===== src/hdl/sh13_pkg.sv =====
package sh13_pkg;

  localparam int unsigned WordW = 64;

  localparam logic [WordW-1:0] SipC0 = 64'h736f6d6570736575;
  localparam logic [WordW-1:0] SipC1 = 64'h646f72616e646f6d;
  localparam logic [WordW-1:0] SipC2 = 64'h6c7967656e657261;
  localparam logic [WordW-1:0] SipC3 = 64'h7465646279746573;

  localparam logic [7:0] FinalXor = 8'hff;

  // Finalization rounds done by the back end.
  localparam int unsigned FinalRounds = 3;

  // Default depth of the queue between the front and back ends.
  localparam int unsigned QueueDepthDef = 2;

  typedef enum logic {
    RegKeyLow  = 1'b0,
    RegKeyHigh = 1'b1
  } cfg_reg_e;

  typedef struct packed {
    logic [WordW-1:0] v0;
    logic [WordW-1:0] v1;
    logic [WordW-1:0] v2;
    logic [WordW-1:0] v3;
  } sip_state_t;

  // One finished compression, waiting for finalization.
  typedef struct packed {
    logic       empty_msg;
    sip_state_t lanes;
  } fin_job_t;

  function automatic logic [WordW-1:0] rotl64(input logic [WordW-1:0] x,
                                              input int unsigned s);
    return (x << s) | (x >> (WordW - s));
  endfunction

  function automatic sip_state_t sip_round(input sip_state_t s);
    sip_state_t r;
    r = s;
    r.v0 = r.v0 + r.v1;
    r.v2 = r.v2 + r.v3;
    r.v1 = rotl64(r.v1, 13) ^ r.v0;
    r.v3 = rotl64(r.v3, 16) ^ r.v2;
    r.v0 = rotl64(r.v0, 32);
    r.v2 = r.v2 + r.v1;
    r.v0 = r.v0 + r.v3;
    r.v1 = rotl64(r.v1, 17) ^ r.v2;
    r.v3 = rotl64(r.v3, 21) ^ r.v0;
    r.v2 = rotl64(r.v2, 32);
    return r;
  endfunction

endpackage


===== src/hdl/sh13_fifo.sv =====
module sh13_fifo #(
  parameter int unsigned Width = 8,
  parameter int unsigned Depth = 2
) (
  input  logic             clk_i,
  input  logic             rst_ni,
  input  logic             push_i,
  input  logic [Width-1:0] wdata_i,
  output logic             full_o,
  input  logic             pop_i,
  output logic [Width-1:0] rdata_o,
  output logic             empty_o
);

  localparam int unsigned PtrW = (Depth > 1) ? $clog2(Depth) : 1;
  localparam int unsigned CntW = $clog2(Depth + 1);
  localparam logic [PtrW-1:0] LastPtr = PtrW'(Depth - 1);
  localparam logic [CntW-1:0] FullCnt = CntW'(Depth);

  logic [Width-1:0] mem_q [Depth];
  logic [PtrW-1:0]  wr_ptr_q, wr_ptr_d;
  logic [PtrW-1:0]  rd_ptr_q, rd_ptr_d;
  logic [CntW-1:0]  count_q, count_d;
  logic             do_push;
  logic             do_pop;

  assign full_o  = (count_q == FullCnt);
  assign empty_o = (count_q == '0);
  assign rdata_o = mem_q[rd_ptr_q];
  assign do_push = push_i & ~full_o;
  assign do_pop  = pop_i & ~empty_o;

  always_comb begin
    wr_ptr_d = wr_ptr_q;
    rd_ptr_d = rd_ptr_q;
    count_d  = count_q;
    if (do_push) begin
      wr_ptr_d = (wr_ptr_q == LastPtr) ? '0 : wr_ptr_q + 1'b1;
    end
    if (do_pop) begin
      rd_ptr_d = (rd_ptr_q == LastPtr) ? '0 : rd_ptr_q + 1'b1;
    end
    if (do_push && !do_pop) begin
      count_d = count_q + 1'b1;
    end else if (do_pop && !do_push) begin
      count_d = count_q - 1'b1;
    end
  end

  always_ff @(posedge clk_i or negedge rst_ni) begin
    if (!rst_ni) begin
      wr_ptr_q <= '0;
      rd_ptr_q <= '0;
      count_q  <= '0;
    end else begin
      wr_ptr_q <= wr_ptr_d;
      rd_ptr_q <= rd_ptr_d;
      count_q  <= count_d;
    end
  end

  always_ff @(posedge clk_i) begin
    if (do_push) begin
      mem_q[wr_ptr_q] <= wdata_i;
    end
  end

endmodule


===== src/hdl/sh13_front.sv =====
module sh13_front (
  input  logic                     clk_i,
  input  logic                     rst_ni,
  input  logic                     cfg_valid,
  output logic                     cfg_ready,
  input  logic                     cfg_index_i,
  input  logic [63:0]              cfg_data_i,
  input  logic                     push,
  output logic                     full,
  input  logic [63:0]              word_i,
  input  logic [2:0]               byte_count_i,
  input  logic                     last_i,
  output logic                     job_push_o,
  output sh13_pkg::fin_job_t       job_o,
  input  logic                     job_full_i
);

  logic [63:0]          key_low_q;
  logic [63:0]          key_high_q;
  sh13_pkg::sip_state_t lanes_q, lanes_d;
  logic [7:0]           len_q, len_d;
  logic                 started_q, started_d;

  sh13_pkg::sip_state_t base;
  sh13_pkg::sip_state_t absorbed;
  logic [7:0]           len_base;
  logic [63:0]          tail;
  logic [63:0]          msg;
  logic                 accept;

  assign cfg_ready = 1'b1;

  always_ff @(posedge clk_i or negedge rst_ni) begin
    if (!rst_ni) begin
      key_low_q  <= '0;
      key_high_q <= '0;
    end else if (cfg_valid) begin
      case (sh13_pkg::cfg_reg_e'(cfg_index_i))
        sh13_pkg::RegKeyLow:  key_low_q  <= cfg_data_i;
        sh13_pkg::RegKeyHigh: key_high_q <= cfg_data_i;
        default: ;
      endcase
    end
  end

  // Every word waits while the job queue is full, final or not.
  assign full   = job_full_i;
  assign accept = push & ~full;

  always_comb begin
    if (started_q) begin
      base     = lanes_q;
      len_base = len_q;
    end else begin
      base.v0  = key_low_q ^ sh13_pkg::SipC0;
      base.v1  = key_high_q ^ sh13_pkg::SipC1;
      base.v2  = key_low_q ^ sh13_pkg::SipC2;
      base.v3  = key_high_q ^ sh13_pkg::SipC3;
      len_base = '0;
    end

    for (int i = 0; i < 8; i++) begin
      tail[8*i +: 8] = (4'(i) < {1'b0, byte_count_i}) ? word_i[8*i +: 8] : 8'h00;
    end

    if (last_i) begin
      len_d = len_base + {5'b0, byte_count_i};
      msg   = {len_d, tail[55:0]};
    end else begin
      len_d = len_base + 8'd8;
      msg   = word_i;
    end

    absorbed    = base;
    absorbed.v3 = absorbed.v3 ^ msg;
    absorbed    = sh13_pkg::sip_round(absorbed);
    absorbed.v0 = absorbed.v0 ^ msg;

    job_o.lanes    = absorbed;
    job_o.lanes.v2 = absorbed.v2 ^ {56'b0, sh13_pkg::FinalXor};
    job_o.empty_msg = ~started_q & (byte_count_i == 3'd0);
    job_push_o     = accept & last_i;

    lanes_d   = absorbed;
    started_d = started_q;
    if (accept) begin
      started_d = ~last_i;
    end
  end

  always_ff @(posedge clk_i or negedge rst_ni) begin
    if (!rst_ni) begin
      started_q <= 1'b0;
    end else begin
      started_q <= started_d;
    end
  end

  always_ff @(posedge clk_i) begin
    if (accept && !last_i) begin
      lanes_q <= lanes_d;
      len_q   <= len_d;
    end
  end

  a_last_ends_msg : assert property (@(posedge clk_i) disable iff (!rst_ni)
    accept && last_i |=> !started_q)
    else $error("message still open after its final word");

  a_word_opens_msg : assert property (@(posedge clk_i) disable iff (!rst_ni)
    accept && !last_i |=> started_q)
    else $error("message not open after a non-final word");

endmodule


===== src/hdl/sh13_back.sv =====
module sh13_back (
  input  logic               clk_i,
  input  logic               rst_ni,
  input  sh13_pkg::fin_job_t job_i,
  input  logic               job_empty_i,
  output logic               job_pop_o,
  output logic               empty,
  input  logic               pop,
  output logic [63:0]        hash_o
);

  localparam int unsigned RndW = (sh13_pkg::FinalRounds > 1) ?
                                 $clog2(sh13_pkg::FinalRounds) : 1;
  localparam logic [RndW-1:0] LastRnd = RndW'(sh13_pkg::FinalRounds - 1);

  logic                 busy_q, busy_d;
  logic [RndW-1:0]      rnd_q, rnd_d;
  sh13_pkg::sip_state_t work_q, work_d;
  logic                 empty_msg_q;
  logic                 res_valid_q, res_valid_d;
  logic [63:0]          hash_q, hash_d;

  sh13_pkg::sip_state_t rounded;
  logic                 slot_free;
  logic                 done;
  logic                 load;

  assign rounded   = sh13_pkg::sip_round(work_q);
  assign slot_free = ~res_valid_q | pop;
  assign done      = busy_q & (rnd_q == LastRnd) & slot_free;
  assign load      = (~busy_q | done) & ~job_empty_i;
  assign job_pop_o = load;

  assign empty  = ~res_valid_q;
  assign hash_o = hash_q;

  always_comb begin
    busy_d      = busy_q;
    rnd_d       = rnd_q;
    work_d      = work_q;
    res_valid_d = res_valid_q;
    hash_d      = hash_q;

    if (res_valid_q && pop) begin
      res_valid_d = 1'b0;
    end

    if (busy_q && rnd_q != LastRnd) begin
      work_d = rounded;
      rnd_d  = rnd_q + 1'b1;
    end

    if (done) begin
      busy_d      = 1'b0;
      res_valid_d = 1'b1;
      hash_d      = empty_msg_q ? '0 : (rounded.v0 ^ rounded.v1 ^ rounded.v2 ^ rounded.v3);
    end

    if (load) begin
      busy_d = 1'b1;
      rnd_d  = '0;
      work_d = job_i.lanes;
    end
  end

  always_ff @(posedge clk_i or negedge rst_ni) begin
    if (!rst_ni) begin
      busy_q      <= 1'b0;
      rnd_q       <= '0;
      res_valid_q <= 1'b0;
    end else begin
      busy_q      <= busy_d;
      rnd_q       <= rnd_d;
      res_valid_q <= res_valid_d;
    end
  end

  always_ff @(posedge clk_i) begin
    work_q <= work_d;
    hash_q <= hash_d;
    if (load) begin
      empty_msg_q <= job_i.empty_msg;
    end
  end

  a_result_held : assert property (@(posedge clk_i) disable iff (!rst_ni)
    res_valid_q && !pop |=> res_valid_q && $stable(hash_q))
    else $error("waiting result changed before it was taken");

  a_rounds_continue : assert property (@(posedge clk_i) disable iff (!rst_ni)
    busy_q && rnd_q != LastRnd |=> busy_q && rnd_q == $past(rnd_q) + 1'b1)
    else $error("finalization stopped before its last round");

endmodule


===== src/hdl/siphash_1_3_keyed_hash.sv =====
// Channel    Direction  Handshake              Payload
// config     in         cfg_valid / cfg_ready  cfg_index_i, cfg_data_i
// message    in         push / full            word_i, byte_count_i, last_i
// result     out        empty / pop            hash_o
//
// The front end absorbs one message word per cycle, while the job queue is not full,
// with one compression round. A final word hands its lanes to a small queue; the
// back end runs the three finalization rounds one after another on its single shared
// round unit, and takes the next job from the queue only as it finishes the last round.
// Reset is asynchronous and active low; it clears keys, the open message and the queues.
// full rises only while the job queue is full; the finished hash waits in an output
// register while the back end works on the next job, up to that job's last round.
module siphash_1_3_keyed_hash #(
  parameter int unsigned QueueDepth = sh13_pkg::QueueDepthDef
) (
  input  logic        clk_i,
  input  logic        rst_ni,
  input  logic        cfg_valid,
  output logic        cfg_ready,
  input  logic        cfg_index_i,
  input  logic [63:0] cfg_data_i,
  input  logic        push,
  output logic        full,
  input  logic [63:0] word_i,
  input  logic [2:0]  byte_count_i,
  input  logic        last_i,
  output logic        empty,
  input  logic        pop,
  output logic [63:0] hash_o
);

  localparam int unsigned JobW = $bits(sh13_pkg::fin_job_t);

  sh13_pkg::fin_job_t job_in;
  sh13_pkg::fin_job_t job_out;
  logic               job_push;
  logic               job_full;
  logic               job_pop;
  logic               job_empty;

  sh13_front u_front (
    .clk_i        (clk_i),
    .rst_ni       (rst_ni),
    .cfg_valid    (cfg_valid),
    .cfg_ready    (cfg_ready),
    .cfg_index_i  (cfg_index_i),
    .cfg_data_i   (cfg_data_i),
    .push         (push),
    .full         (full),
    .word_i       (word_i),
    .byte_count_i (byte_count_i),
    .last_i       (last_i),
    .job_push_o   (job_push),
    .job_o        (job_in),
    .job_full_i   (job_full)
  );

  sh13_fifo #(
    .Width (JobW),
    .Depth (QueueDepth)
  ) u_job_fifo (
    .clk_i   (clk_i),
    .rst_ni  (rst_ni),
    .push_i  (job_push),
    .wdata_i (job_in),
    .full_o  (job_full),
    .pop_i   (job_pop),
    .rdata_o (job_out),
    .empty_o (job_empty)
  );

  sh13_back u_back (
    .clk_i       (clk_i),
    .rst_ni      (rst_ni),
    .job_i       (job_out),
    .job_empty_i (job_empty),
    .job_pop_o   (job_pop),
    .empty       (empty),
    .pop         (pop),
    .hash_o      (hash_o)
  );

endmodule


===== config.mk =====
export PLATFORM = sky130hd
export DESIGN_NAME = siphash_1_3_keyed_hash
export DESIGN_NICKNAME = d
export VERILOG_FILES = /design/src/hdl/sh13_pkg.sv /design/src/hdl/sh13_fifo.sv /design/src/hdl/sh13_front.sv /design/src/hdl/sh13_back.sv /design/src/hdl/siphash_1_3_keyed_hash.sv
export SDC_FILE = /design/constraint.sdc
export NUM_CORES = 2
export LEC_CHECK = 0
export BUFFER_PORTS_ARGS = -buffer_cell sky130_fd_sc_hd__buf_2
export CAP_MARGIN = 40
export CORE_MARGIN = 10
export CORE_UTILIZATION = 37
export DETAILED_ROUTE_END_ITERATION = 10
export GPL_TIMING_DRIVEN = 0
export PLACE_DENSITY_LB_ADDON = 0.05
export SETUP_SLACK_MARGIN = 0.2
export SLEW_MARGIN = 0
export SYNTH_ARGS = -nofsm -noshare
export SYNTH_HDL_FRONTEND = slang
export SYNTH_SLANG_ARGS = --single-unit

===== constraint.sdc =====
create_clock -name clk_i -period 13.6 [get_ports clk_i]
set_input_delay 1.36 -clock clk_i [delete_from_list [all_inputs] [get_ports clk_i]]
set_output_delay 1.36 -clock clk_i [all_outputs]
set_load 0.005 [all_outputs]

# Word-level counts from Yosys, hierarchy flattened
# Memory sizes are Yosys's and may differ from the RTL's.
# Index checks and enable logic that the tools add are counted.
op_classes:
  n_shift: 0
  addsub: 15
  div: 0
  order_cmp: 7
  multipliers: 0
  muxes: 25
  bitwise_logic: 47
  eq_ne: 3
  n_reduce_logical: 16
op_table:
  columns: ["operator", "n"]
  rows:
  - ["64-bit XOR", 13]
  - ["256-bit two-way mux", 3]
  - ["64-bit adder", 8]
  - ["64-bit by 32-bit bitwise OR with 64-bit output", 4]
  - ["64-bit by 13-bit bitwise OR with 64-bit output", 2]
  - ["64-bit by 16-bit bitwise OR with 64-bit output", 2]
  - ["64-bit by 17-bit bitwise OR with 64-bit output", 2]
  - ["64-bit by 21-bit bitwise OR with 64-bit output", 2]
  - ["8-bit two-way mux", 9]
  - ["64-bit two-way mux", 1]
  - ["37-bit inverter", 1]
  - ["35-bit inverter", 1]
  - ["34-bit inverter", 1]
  - ["32-bit inverter", 1]
  - ["3-bit < comparator (first input constant)", 3]
  - ["8-bit by 3-bit adder with 8-bit output", 1]
  - ["8-bit by 4-bit adder with 8-bit output (second input constant)", 1]
  - ["1-bit bitwise AND", 8]
  - ["1-bit two-way mux", 8]
  - ["2-bit two-way mux", 4]
  - ["8-bit inverter", 1]
  - ["2-bit nonzero test", 4]
  - ["1-bit inverter", 7]
  - ["1-bit by 3-bit < comparator with 1-bit output (first input constant)", 2]
  - ["12 further kinds", 24]
word_totals:
  ramBits: 514
  memories: 1
  latchBits: 0
  regBits: 722
  romBits: 0
  in_bits: 138
  word_cells: 134
memory_table:
  columns: ["memory", "depth", "word_bits", "read_ports", "rd_ports_with_merged_regs", "write_ports", "line_no", "text"]
  rows:
  - ["u_job_fifo.mem_q", 2, 257, 1, 0, 1, "sh13_fifo.sv:20", "logic [Width-1:0] mem_q [Depth];"]

# Depth between registers and ports, before layout
depth:
  depth_word: 9
  mapped_depth: 38
  ltp_nobuf: 32

# Modules after synthesis
# Synthesis repeated with hierarchy kept, for this count alone.
unflattened:
  cells_unflattened: 8576
  hier_area_um2: 88110.8
modules_own_cells:
  columns: ["mod", "instances", "area_per_inst_um2", "seq_area_each_um2", "cells_per_inst"]
  rows:
  - ["sh13_front", 1, 36480.0, 11155.7, 4030]
  - ["sh13_back", 1, 32035.7, 9739.3, 3727]
  - ["sh13_fifo", 1, 19595.0, 15534.9, 819]

# Worst setup path after synthesis
# Ideal clock, no wire load.
synth_path:
  path_type: "input to register"
  start: "input port last_i"
  end: "register u_front.lanes_q[0] (netlist bit) (enable)"
  slack_ns: 0.043
  arrival_ns: 12.662
  stages: 3
  cell_sequence: "buf_6 -> clkbuf_1 -> nor2_1"
synth_between:
  elab_chain_len: 2
synth_lines:
  columns: ["element", "line_no", "text"]
  rows:
  - ["from (decl)", "siphash_1_3_keyed_hash.sv:26", "input logic last_i,"]
  - ["1-bit zero test", "sh13_front.sv:100", "if (accept && !last_i) begin"]
  - ["1-bit logical AND", "sh13_front.sv:100", null]
  - ["to (signal assigned)", "sh13_front.sv:101", "lanes_q <= lanes_d;"]
  - ["to (decl)", "sh13_front.sv:20", "sh13_pkg::sip_state_t lanes_q, lanes_d;"]
# No other way between the ends.
# A chain may end at the register's enable or synchronous reset.

==> flow_summary.json <==
{
  "synth-edff-count": 1099,
  "place.gp.congestion": 1.13,
  "drc": 0,
  "hpwl_mm": 456,
  "arrival_ps": 14080,
  "layout-drive-gt1-share": 0.151,
  "max_stage_delay_ps": 840,
  "htreeDepth": 4,
  "path_class": "register to register",
  "routed.top_layer": "met5",
  "final_common_cell": "edfxtp_1",
  "die-height_um": 494,
  "synth.area.mux_share": 0.0492,
  "syn_area_um2": 83100,
  "reg2reg_slack_ps": 40,
  "synth_xor_area_frac": 0.141,
  "grt_pass1_vias": 70100,
  "synthArstFlopShare": 0.111,
  "vias_per_cell": 6.24,
  "reg2reg_to": "u_job_fifo.mem_q[0][59]$_DFFE_PP_",
  "rsz0062_at_grt": "no",
  "root_buffer": "clkbuf_16",
  "start_util": 0.373,
  "cts_tree": "built",
  "rows": 173,
  "grt_overflow": 0,
  "drt-total-wl_mm": 532,
  "vias": 75400,
  "path_max_fanout": 15,
  "met3_length_mm": 48.6,
  "post-cts-setup-buffers": 0,
  "hold_viol": 0,
  "fin_crit_ps": 13560,
  "hp-class": "register to register",
  "syn_inst": 8000,
  "reg2reg_depth": 37,
  "fmax_mhz": 73.7,
  "crit_required_ps": 14120,
  "setup_viol": 0,
  "antenna_left": 0,
  "synth_compound_area_frac": 0.165,
  "avgRoutedWirePerCell_um": 44.0,
  "path_clk_slew_ps": 60,
  "dr.pass1.iters": 9,
  "period_share": 0.997,
  "routedLengthMet1_mm": 191,
  "wl_met2_mm": 223,
  "synth_top_family_by_area": "compound AO/OA/AOI/OAI gates",
  "mostFrequentLayoutCells": "edfxtp_1, a21oi_1, nand2_1, xnor2_1, xor2_1",
  "holdPathStages": 1,
  "die_area_um2": 244000,
  "status": "finished clean",
  "syn-num-nets": 8655,
  "grt_antenna_before_repair": 60,
  "slew_headroom": 0.262,
  "areaGrowthSynthToFinish_pct": 19.9,
  "cp_slowest_cell": "o32ai_1",
  "clkLatencyLatePin_ps": 870,
  "synth-seq-cells": 1236,
  "worst_slew_pin_slew_ps": 1100,
  "boundaryPins": 205,
  "cts_buffers": 145,
  "end_kind": "register",
  "pre_cts_slack_ps": -1540,
  "design.core.area_um2": 223000,
  "cts_buffer_depth": 3,
  "ys.warnings.count": 0,
  "min_to": "u_front.key_high_q[55]$_DFFE_PN0P_",
  "synth_simple_gate_area_share": 0.102,
  "fin_ws_ps": 39.0,
  "ys.flop_type": "edfxtp_1",
  "fin_nets": 9590,
  "worstReg2RegStart": "u_front.started_q$_DFFE_PN0P_",
  "synth_cell_types": 105,
  "cts.sinks": 1236,
  "die_width_um": 494,
  "grt_max_degree": 78,
  "portBuffers": 202,
  "dr.first_iter.drc_count": 10700,
  "synth_fa_ha_area_frac": 0.0789,
  "cp-start-kind": "register",
  "ys_seq_area_frac": 0.439,
  "grt_pass1_wl_mm": 678,
  "drv_slew": 0,
  "hp-start": "u_front.key_high_q[55]$_DFFE_PN0P_",
  "grtUsageTotal": 0.420,
  "syn_avg_cell_area_um2": 10.4,
  "max-cap-violations": 0,
  "fin_worst_skew_ps": 47.7
}
## metrics by stage
stage,area [µm²],instances,hold slack [ps],TNS (ps),util
after global routing,99500,12000,525,0,0.447
final,99600,12100,506,0,0.447
after detailed placement,93800,11700,497,-138070,0.421
after CTS,99100,12000,510,0,0.445
after floorplan,83100,8000,466,0,-
after global placement,87800,11200,487,-5902400,0.394
## worst max-delay path by stage
stage	to	start	slack, ps
3_3_place_gp	u_job_fifo.mem_q[0][190]$_DFFE_PP_	u_front.started_q$_DFFE_PN0P_	-6550
3_5_place_dp	u_front.lanes_q[186]$_DFFE_PP_	u_front.started_q$_DFFE_PN0P_	-1540
4_1_cts	u_front.lanes_q[186]$_DFFE_PP_	u_front.started_q$_DFFE_PN0P_	440
2_1_floorplan	u_job_fifo.mem_q[0][0]$_DFFE_PP_	last_i	110
5_1_grt	u_job_fifo.mem_q[1][255]$_DFFE_PP_	u_front.started_q$_DFFE_PN0P_	230
6_report	u_job_fifo.mem_q[0][59]$_DFFE_PP_	u_front.started_q$_DFFE_PN0P_	40
## critical path, delay by kind of cell (launching register included)
kind,cells,cell delay (ps)
xor+xnor,3,1730
simple gates,11,3190
buf+inv,12,4000
compound gates,9,3120
flops,1,510
fa+ha+maj,2,590
## flip-flops by register name, summed over array words and instances, names as in the netlist
name                 cells
u_back.work_q          256
u_back.rnd_q             2
u_front.started_q        1
u_back.hash_o           64
u_back.busy_q            1
u_job_fifo.rd_ptr_q      1
u_front.lanes_q        256
u_job_fifo.count_q       2
u_job_fifo.mem_q       514
u_front.key_low_q       64
u_front.len_q            8
u_back.res_valid_q       1
u_back.empty_msg_q       1
u_front.key_high_q      64
u_job_fifo.wr_ptr_q      1
## synth_stat cells, types with 56 or more instances
| master | n | area, µm² |
|---|---|---|
| nor2_1 | 473 | 1780 |
| o21ai_0 | 508 | 2540 |
| mux2_2 | 172 | 1940 |
| clkbuf_1 | 285 | 1070 |
| a211oi_1 | 109 | 818 |
| nor2b_1 | 130 | 813 |
| edfxtp_1 | 1099 | 33000 |
| a21o_1 | 306 | 2300 |
| mux2i_1 | 213 | 2130 |
| nand3_1 | 90 | 450 |
| xnor2_1 | 637 | 5580 |
| nand4_1 | 120 | 751 |
| nor3_1 | 63 | 315 |
| xor2_1 | 604 | 5290 |
| nand2b_1 | 56 | 350 |
| a31oi_1 | 63 | 394 |
| ha_1 | 508 | 6360 |
| inv_1 | 227 | 852 |
| o21a_1 | 63 | 473 |
| dfrtp_1 | 137 | 3430 |
| nand2_1 | 691 | 2590 |
| a21oi_1 | 751 | 3760 |
| o21bai_1 | 102 | 766 |
## cell type report
cell class / count / area (µm²)
Multi-Input combinational cell: 6212 / 45200
Antenna cell: 44 / 110
Tap cell: 2975 / 3720
Buffer: 323 / 1250
Fill cell: 21500 / 123000
Sequential cell: 1236 / 36400
Timing Repair Buffer: 790 / 6810
Clock inverter: 100 / 1360
Clock buffer: 171 / 3870
Inverter: 227 / 852
## repair_timing
item | in CTS | in global routing
hold buffers | 0 | 0
gates resized for setup | 8 | 4
endpoints found under the setup margin | 350 | 21
hold endpoints to repair | 0 | 0
## routing by layer
layer / up-vias / global-route usage
met3: 1611 / 0.103
met5: - / 0
li1: 31200 / -
met1: 37200 / 0.486
met4: 10 / 0.433
met2: 5380 / 0.618
## cell families (layout without fill, tap and decap cells)
family,count (synthesis),after routing
flip-flops,1236,1236
multiplexers,386,386
XOR/XNOR,1279,1279
AND/OR/NAND/NOR,1825,1825
other,1,45
AO/OA/AOI/OAI,2202,2202
adder cells (fa/ha/maj),519,519
buffers and inverters,552,1611
Power is not shown: default switching activity piles up to over one toggle a cycle in this logic, so the estimate is an artifact.
